## src/rtl/sst_pkg.sv

```systemverilog
// Shared types, constants and codes for the sorted set table.
package sst_pkg;

   // Number of cells in the chain (maximum number of held values)
   localparam int CAPACITY = 16;
   // Width of the held count, able to hold CAPACITY itself
   localparam int CNT_W = $clog2(CAPACITY + 1);
   // Width of the count field in the response word
   localparam int RSP_CNT_W = 5;
   localparam int VALUE_W = 32;

   // Command codes
   localparam logic CMD_ADD    = 1'b0;
   localparam logic CMD_REMOVE = 1'b1;

   // Request word
   typedef struct packed {
      logic                      command;
      logic signed [VALUE_W-1:0] value;
   } sst_req_type;

   // Response word
   typedef struct packed {
      logic                 changed;
      logic                 full_refused;
      logic [RSP_CNT_W-1:0] entry_count;
   } sst_rsp_type;

   // Broadcast control to every cell
   typedef struct packed {
      logic                      add_en;
      logic                      rem_en;
      logic signed [VALUE_W-1:0] value;
   } sst_ctl_type;

   // Contents of one cell as seen by its neighbors
   typedef struct packed {
      logic                      valid;
      logic signed [VALUE_W-1:0] value;
   } sst_slot_type;

endpackage

```

## src/rtl/sst_cell.sv

```systemverilog
// One cell of the sorted chain: holds one entry and shifts with its neighbors.
module sst_cell (
   input  logic                  clock,
   input  logic                  reset,
   input  sst_pkg::sst_ctl_type  ctl,
   input  sst_pkg::sst_slot_type left_slot,
   input  logic                  left_lt,
   input  sst_pkg::sst_slot_type right_slot,
   output sst_pkg::sst_slot_type slot,
   output logic                  lt,
   output logic                  eq
);

   logic                      valid_ff;
   logic                      valid_in;
   logic signed [sst_pkg::VALUE_W-1:0] value_ff;
   logic signed [sst_pkg::VALUE_W-1:0] value_in;

   // Compare held entry against the broadcast value; empty cells act as +infinity
   assign lt = valid_ff && ($signed(value_ff) < $signed(ctl.value));
   assign eq = valid_ff && (value_ff == ctl.value);

   // Next contents: keep if below the value, else insert or shift
   always_comb begin
      valid_in = valid_ff;
      value_in = value_ff;
      if (ctl.add_en && !lt) begin
         if (left_lt) begin
            valid_in = 1'b1;
            value_in = ctl.value;
         end else begin
            valid_in = left_slot.valid;
            value_in = left_slot.value;
         end
      end else if (ctl.rem_en && !lt) begin
         valid_in = right_slot.valid;
         value_in = right_slot.value;
      end
   end

   always_ff @(posedge clock) begin
      if (reset) begin
         valid_ff <= 1'b0;
      end else begin
         valid_ff <= valid_in;
      end
   end

   // Entry payload needs no reset
   always_ff @(posedge clock) begin
      value_ff <= value_in;
   end

   assign slot.valid = valid_ff;
   assign slot.value = value_ff;

endmodule

```

## src/rtl/sorted_set_table_core.sv

```systemverilog
// Sorted set table: a chain of compare-and-shift cells holding distinct values.
//
// Holds up to sst_pkg::CAPACITY distinct signed 32-bit values in ascending
// order, one per cell. A word is taken on every clock edge with start high
// (busy is always low), so one add or remove per cycle is sustained. Every
// cell compares its entry with the word's value at once and inserts, shifts
// or holds in that same cycle; the response word appears on rsp_word with
// rsp_strobe high for exactly one cycle, the cycle after the word is taken.
// The receiver cannot stall the block, so it must capture each response in
// its strobe cycle. Reset clears every valid bit, the held count and the strobe.
module sorted_set_table_core (
   input  logic                 clock,
   input  logic                 reset,
   input  logic                 start,
   output logic                 busy,
   input  sst_pkg::sst_req_type req_word,
   output logic                 rsp_strobe,
   output sst_pkg::sst_rsp_type rsp_word
);

   sst_pkg::sst_ctl_type  ctl;
   sst_pkg::sst_slot_type slots   [sst_pkg::CAPACITY];
   sst_pkg::sst_slot_type empty_slot;
   logic [sst_pkg::CAPACITY-1:0] lt_vec;
   logic [sst_pkg::CAPACITY-1:0] eq_vec;
   logic [sst_pkg::CAPACITY-1:0] valid_vec;
   logic [sst_pkg::CAPACITY-1:0] valid_expect;

   logic [sst_pkg::CNT_W-1:0] count_ff;
   logic [sst_pkg::CNT_W-1:0] count_in;
   logic                      rsp_strobe_ff;
   sst_pkg::sst_rsp_type      rsp_word_ff;
   sst_pkg::sst_rsp_type      rsp_word_in;

   logic accept;
   logic found;
   logic full;
   logic is_add;

   assign busy   = 1'b0;
   assign accept = start && !busy;
   assign found  = |eq_vec;
   assign full   = (count_ff == sst_pkg::CNT_W'(sst_pkg::CAPACITY));
   assign is_add = (req_word.command == sst_pkg::CMD_ADD);

   // Broadcast control to the chain
   assign ctl.add_en = accept && is_add && !found && !full;
   assign ctl.rem_en = accept && (req_word.command == sst_pkg::CMD_REMOVE) && found;
   assign ctl.value  = req_word.value;

   assign empty_slot.valid = 1'b0;
   assign empty_slot.value = '0;

   // Chain of cells; ends see an empty neighbor
   for (genvar i = 0; i < sst_pkg::CAPACITY; i++) begin : g_cell
      sst_pkg::sst_slot_type left_slot;
      sst_pkg::sst_slot_type right_slot;
      logic                  left_lt;

      if (i == 0) begin : g_first
         assign left_slot = empty_slot;
         assign left_lt   = 1'b1;
      end else begin : g_mid
         assign left_slot = slots[i-1];
         assign left_lt   = lt_vec[i-1];
      end

      if (i == sst_pkg::CAPACITY - 1) begin : g_last
         assign right_slot = empty_slot;
      end else begin : g_inner
         assign right_slot = slots[i+1];
      end

      sst_cell u_cell (
         .clock      (clock),
         .reset      (reset),
         .ctl        (ctl),
         .left_slot  (left_slot),
         .left_lt    (left_lt),
         .right_slot (right_slot),
         .slot       (slots[i]),
         .lt         (lt_vec[i]),
         .eq         (eq_vec[i])
      );

      assign valid_vec[i]    = slots[i].valid;
      assign valid_expect[i] = (sst_pkg::CNT_W'(i) < count_ff);
   end

   // Count update and response word
   always_comb begin
      count_in = count_ff;
      if (ctl.add_en) begin
         count_in = count_ff + 1'b1;
      end else if (ctl.rem_en) begin
         count_in = count_ff - 1'b1;
      end
      rsp_word_in.changed      = ctl.add_en || ctl.rem_en;
      rsp_word_in.full_refused = accept && is_add && !found && full;
      rsp_word_in.entry_count  = sst_pkg::RSP_CNT_W'(count_in);
   end

   always_ff @(posedge clock) begin
      if (reset) begin
         count_ff      <= '0;
         rsp_strobe_ff <= 1'b0;
      end else begin
         count_ff      <= count_in;
         rsp_strobe_ff <= accept;
      end
   end

   // Response payload needs no reset
   always_ff @(posedge clock) begin
      rsp_word_ff <= rsp_word_in;
   end

   assign rsp_strobe = rsp_strobe_ff;
   assign rsp_word   = rsp_word_ff;

   // Held count never passes the chain length
   a_count_bound: assert property (@(posedge clock) disable iff (reset)
      count_ff <= sst_pkg::CNT_W'(sst_pkg::CAPACITY))
      else $error("held count above capacity");

   // Occupied cells are exactly the lowest count cells
   a_valid_packed: assert property (@(posedge clock) disable iff (reset)
      valid_vec == valid_expect)
      else $error("cell valid bits disagree with held count");

   // Each taken word gives one response in the next cycle, no others
   a_one_rsp: assert property (@(posedge clock) disable iff (reset)
      accept |=> rsp_strobe)
      else $error("missing response");

   a_no_extra_rsp: assert property (@(posedge clock) disable iff (reset)
      !accept |=> !rsp_strobe)
      else $error("response without a word");

   // A refusal never coincides with a change
   a_refuse_excl: assert property (@(posedge clock) disable iff (reset)
      rsp_strobe |-> !(rsp_word.changed && rsp_word.full_refused))
      else $error("refused and changed together");

endmodule

```

## config.mk

```make
export PLATFORM = sky130hd
export DESIGN_NAME = sorted_set_table_core
export DESIGN_NICKNAME = d
export VERILOG_FILES = /design/src/rtl/sst_pkg.sv /design/src/rtl/sst_cell.sv /design/src/rtl/sorted_set_table_core.sv
export SDC_FILE = /design/constraint.sdc
export NUM_CORES = 2
export LEC_CHECK = 0
export BUFFER_PORTS_ARGS = -buffer_cell sky130_fd_sc_hd__clkbuf_2
export CORE_ASPECT_RATIO = 1.75
export CORE_MARGIN = 2
export CORE_UTILIZATION = 65
export CTS_CLUSTER_DIAMETER = 100
export DETAILED_ROUTE_END_ITERATION = 8
export GPL_TIMING_DRIVEN = 0
export MAX_ROUTING_LAYER = met4
export PLACE_DENSITY = 0.82
export SLEW_MARGIN = 40
export SYNTH_ARGS = -nofsm -noshare
export SYNTH_HDL_FRONTEND = slang
export SYNTH_SLANG_ARGS = --single-unit
```

## constraint.sdc

```tcl
create_clock -name clock -period 7.8 [get_ports clock]
set_input_delay 1.17 -clock clock [delete_from_list [all_inputs] [get_ports clock]]
set_output_delay 1.17 -clock clock [all_outputs]
set_load 0.03 [all_outputs]
```

# Word level (Yosys, flattened, before mapping)
# Index checks and enable logic that the tools add are counted.
classes:
  n_bitwise: 1
  n_reduce_logical: 106
  n_eq_ne: 17
  magnitude_cmp: 16
  addsub: 2
  muxes: 96
ops:
  columns: ["operator", "count"]
  rows:
  - ["$mux 32", 47]
  - ["$eq 32x32->1", 16]
  - ["$lt 32x32->1", 16]
  - ["$logic_and 1x1->1", 70]
  - ["$mux 1", 47]
  - ["$reduce_bool 2->1", 16]
  - ["$logic_not 1->1", 18]
  - ["$reduce_or 16->1", 1]
  - ["$mux 5", 2]
  - ["$add 5x1->5 const B", 1]
  - ["$eq 5x5->1 const B", 1]
  - ["$sub 5x1->5 const B", 1]
  - ["$logic_or 1x1->1", 1]
  - ["$not 1->1", 1]
word_totals:
  in_bits: 36
  output_inout_bits: 9
  word_cells: 275
  ff_bits: 541

# Longest topological paths before layout
depth:
  depth_word: 8
  depth_mapped: 13
  mapped_depth_nobuf: 11

# Cells and area by module
# From an unflattened synthesis, not the netlist that was laid out.
hier_totals:
  cells_unflattened: 3968
  hier_area_um2: 46251.9
modules_own_cells:
  columns: ["mod", "cells_per_inst", "seq_area_each_um2", "n_inst", "area_per_inst_um2"]
  rows:
  - ["sst_cell", 244, 980.9, 16, 2850.2]
  - ["sorted_set_table_core", 64, 260.2, 1, 648.1]

# Least setup slack after synthesis
# OpenSTA, ideal clock, no wires.
synth_path:
  kind: "input -> register"
  startpoint: "in req_word[22] (netlist bit)"
  endpoint: "reg g_cell[14].u_cell.valid_ff"
  setup_time_ns: 0.289
  t_required_ns: 7.511
  path_stages: 12
  path_slack_ns: 1.514
  n_path_buf: 2
  t_arrival_ns: 5.997
  cell_sequence: "clkbuf_1 > inv_1 > ha_1 > and4_1 > and2_1 > nand4_1 > o2111ai_2 > nor4_4 > mux2i_1 > buf_2 > nor3_1 > a221oi_1"
synth_between:
  elab_chain_len: 8
  elab_cells_between_ends: 47
  cone_classes: "order compare (2); eq/ne (16); mux (2); reduce/logical (27)"
synth_lines:
  columns: ["item", "line", "source"]
  rows:
  - ["start: declaration", "sorted_set_table_core.sv:16", "input sst_pkg::sst_req_type req_word,"]
  - ["branches (longest 8 deep; another with $lt 32x32->1)", null, null]
  - ["end signal: assignment", "sst_cell.sv:45", "valid_ff <= valid_in;"]
  - ["end: declaration", "sst_cell.sv:14", "logic valid_ff;"]
# Parallel ways; which one is timed is not known.
# A chain may end at the register's enable or synchronous reset.

# Final worst setup path
layout_path:
  startpoint: "in req_word[13] (netlist bit)"
  endpoint: "reg g_cell[14].u_cell.value_ff[5] (netlist bit) (enable)"
layout_between:
  elab_chain_len: 8
  elab_cells_between_ends: 43
  cone_classes: "order compare (1); eq/ne (16); reduce/logical (26)"
layout_lines:
  columns: ["item", "line", "source"]
  rows:
  - ["branches (longest 7 deep; another with $lt 32x32->1)", null, null]
  - ["$reduce_bool 2->1 (no source line) (*)", null, null]
  - ["end signal: assignment", "sst_cell.sv:51", "value_ff <= value_in;"]
  - ["end: declaration", "sst_cell.sv:16", "logic signed [sst_pkg::VALUE_W-1:0] value_ff;"]
# Every way passes the cells marked *.

==> impl_metrics.tcl <==
set metrics [dict create \
    die_area_um2 63600 \
    seqCellArea_um2 16000 \
    finalInstanceArea_um2 43500 \
    yosys.area.top_type "edfxtp_1" \
    synth_top_area_share_pct 38.4 \
    place_hpwl_um 94600 \
    drv_cap 0 \
    place.gp.congestion 0.952 \
    instances_no_fill 4198 \
    netSwitchingPower_mw 2.16 \
    ios 45 \
    die_width_um 192 \
    drive_above_1_share_pct 33.2 \
    clkLatencyLatePin_ps 610 \
    seqPwrFrac_pct 46.0 \
    synth_edf_count 512 \
    fin_worst_skew_ps 17.3 \
    clock.fmax_mhz 144 \
    crit_chain "clkbuf_2 -> clkbuf_1 -> clkinv_1 -> ha_1 -> nand4_1 -> nor4_2 -> nand4_1 -> o2111ai_2 -> nor4_4 -> buf_4 -> mux2i_1 -> buf_2 -> nor3_2 -> buf_4 -> buf_2 -> buf_4" \
    syn_inst 3244 \
    path_max_fanout 16 \
    cts-resized-gates 0 \
    muxShareOfSynthArea_pct 26.8 \
    outcome "finished clean" \
    end_kind "flip-flop" \
    ys.flop_type "edfxtp_1" \
    ys_warn_count 0 \
    ir_worst_vdd_mv 0.160 \
    rows 120 \
    n_fill_cell 4324 \
    postCtsSetupBuffers 0 \
    grt_pass1_vias 30244 \
    cp_slowest_cell "clkinv_1" \
    dr.first_iter.drc_count 1753 \
    critPathKind "input port to flip-flop" \
    cts_buffers 52 \
    start_util_pct 65.5 \
    post_dp_cell_area_um2 41800 \
    swShare_pct 28.1 \
    wl_per_cell_um 27.6 \
    cp-start-kind "input port" \
    drv_slew 0 \
    fin_crit_sh_pct 89.0 \
    clock_path_buffers 3 \
    synth_compound_area_share_pct 7.75 \
    h-tree-depth 2 \
    ant_nets 0 \
    io_buffer_count 43 \
    cts.clk_slew.worst_paths_ps 70 \
    synthXorXnorAreaFrac_pct 0.0875 \
    cts-root-buf "clkbuf_16" \
    multi_input_area_um2 23300 \
    internal_power_mw 5.51 \
    path_common_cell "buf_4" \
    synth_top_family_by_area "multiplexers" \
    gr-total-overflow 0 \
    cts_hold_buf 0 \
    grt_max_degree 24 \
    ys_types 67 \
    tritoncts "done" \
    cp.required_ps 8160 \
    synthAdderAreaFrac_pct 16.1 \
    hold_class "flip-flop to flip-flop" \
    async_flop_share_pct 0 \
    combPwrFrac_pct 20.1 \
    worstMarginPinSlew_ps 884 \
    syn_to_final_growth_pct 8.82 \
    drt-total-wl_um 116000 \
    power_density_nw_per_um2 176 \
    yosys-top-cells-area "edfxtp_1 38%, mux2_2 24%, ha_1 16%, a21oi_1 2.7%, nand4_1 2.0%" \
    slowest_delay_ps 850 \
    yosys.area_share.simple_pct 6.82 \
    finalSetupViolCount 0 \
    hold_viol 0 \
    route.detailed.drc 0 \
    clkPwrFrac_pct 34.0 \
    die_y_um 332 \
    whs_ps 537 \
    arrival_ps 7300 \
    syn_avg_cell_area_um2 12.3 \
    slew_headroom_pct 39.5 \
    power.total_mw 7.67 \
    vias_per_cell 6.71 \
    ys_ff_latch 541 \
    synth_fp_nets 3794 \
    vias 28159 \
    nets 3914 \
    firstDrtPassIters 7 \
    grt_pass1_wl_um 174000 \
    antenna_found_initial 1 \
    layout_min_cycle_time_ps 6940 \
    power_leakage_nw 16.4 \
    rsz0062_at_grt "no" \
    grtUsageTotal_pct 37.4 \
    cts_num_sinks 541 \
    numPlacedInstances 4103 \
    ys_seq_area_share_pct 39.9 \
    core_area_um2 61100 \
    netlist_area_um2 40000 \
]
## path summary, 6_finish.rpt
check	start	to	slack [ps]	cells past startpoint
min reg2reg	count_ff[4]$_SDFF_PP0_	rsp_word[4]$_DFF_P_	540	1
min	count_ff[4]$_SDFF_PP0_	rsp_word[4]$_DFF_P_	540	1
max	req_word[13]	g_cell[14].u_cell.value_ff[5]$_DFFE_PP_	860	16
max reg2reg	g_cell[0].u_cell.value_ff[31]$_DFFE_PP_	g_cell[14].u_cell.value_ff[5]$_DFFE_PP_	2570	13
## sequential cells by signal, summed over array words and instances (netlist names)
| signal | cells |
|---|---|
| g_cell.u_cell.value_ff | 512 |
| rsp_strobe | 1 |
| count_ff | 5 |
| g_cell.u_cell.valid_ff | 16 |
| rsp_word | 7 |
## power by group through the flow
stage	sequential (mW)	clock [mW]	combinational, mW
final	3.53	2.60	1.54
after global routing	3.54	2.72	1.66
after CTS	3.52	2.62	1.52
after detailed placement	3.58	0	1.51
after global placement	3.58	0	1.39
after floorplan	3.54	0	1.05
## cell usage in the layout, fill, tap and decap left out, drive strengths merged, types with 22 or more instances in the layout
cell type,synthesis,routed
nor2b,28,28
nand3,60,60
o21a,22,22
buf,66,89
a211oi,34,34
mux2i,55,55
a21oi,213,213
mux2,903,903
inv,62,62
nor3,24,24
ha,514,514
a21o,48,48
nand2,107,107
dfxtp,29,29
clkinv,0,24
nor2,99,99
nand4,127,127
o21ai,113,113
clkbuf,81,190
edfxtp,512,512
## critical path, delay by kind of cell
kind            cells  cell delay (ps)
mux                 1              620
buf+inv             8             3240
compound gates      1              230
simple gates        5             1380
fa+ha+maj           1              600
## Yosys cell counts, types with 6 or more instances
master and n:
mux2_2 844, ha_1 514, edfxtp_1 512, a21oi_1 213, nand4_1 127, o21ai_0 111
nand2_1 106, nor2_1 86, clkbuf_1 81, inv_1 62, nand3_1 60, mux2_1 59
mux2i_1 49, a21o_1 48, buf_4 36, a211oi_1 33, dfxtp_1 29, nor2b_1 28
nor3_1 23, o21a_1 22, buf_2 19, nand2b_1 19, nor4_1 16, o211ai_1 13
nor2_4 11, a2111oi_0 10, buf_6 10, o21ba_2 10, o22ai_1 9, and4_1 8
a221oi_1 7, mux2i_2 6
## cell type report
| type | count | share of cell area (%) |
|---|---|---|
| clock inverters | 28 | 0.509 |
| multi-input cells | 2494 | 53.5 |
| well taps | 793 | 2.28 |
| inverters | 62 | 0.534 |
| flip-flops and latches | 541 | 36.6 |
| plain buffers | 147 | 1.81 |
| diodes | 1 | 0.00575 |
| repair buffers | 66 | 1.38 |
| clock buffers | 66 | 3.37 |
## logic make-up after synthesis
group,after synthesis
compound gates,509
xor+xnor,4
fa+ha+maj,514
buf+inv,209
flops,541
mux,958
other cells,1
simple gates,508
## layer usage
layer	vias up	track usage, %	part of all wire, %
li1	12979	-	-
met1	13864	36.8	35
met2	899	65.0	52
met3	417	4.10	3.8
met4	0	31.4	9.6
met5	-	-	0
## through the flow
stage | util, % | setup slack, ps | TNS [ps]
detailed placement | 68.4 | 495 | 0
CTS | 71.2 | 1110 | 0
floorplan | - | 1510 | 0
global route | 71.3 | 832 | 0
global placement | 67.5 | -3230 | -628920
finish | 71.3 | 858 | 0
Power figures use the tool's default switching activity.
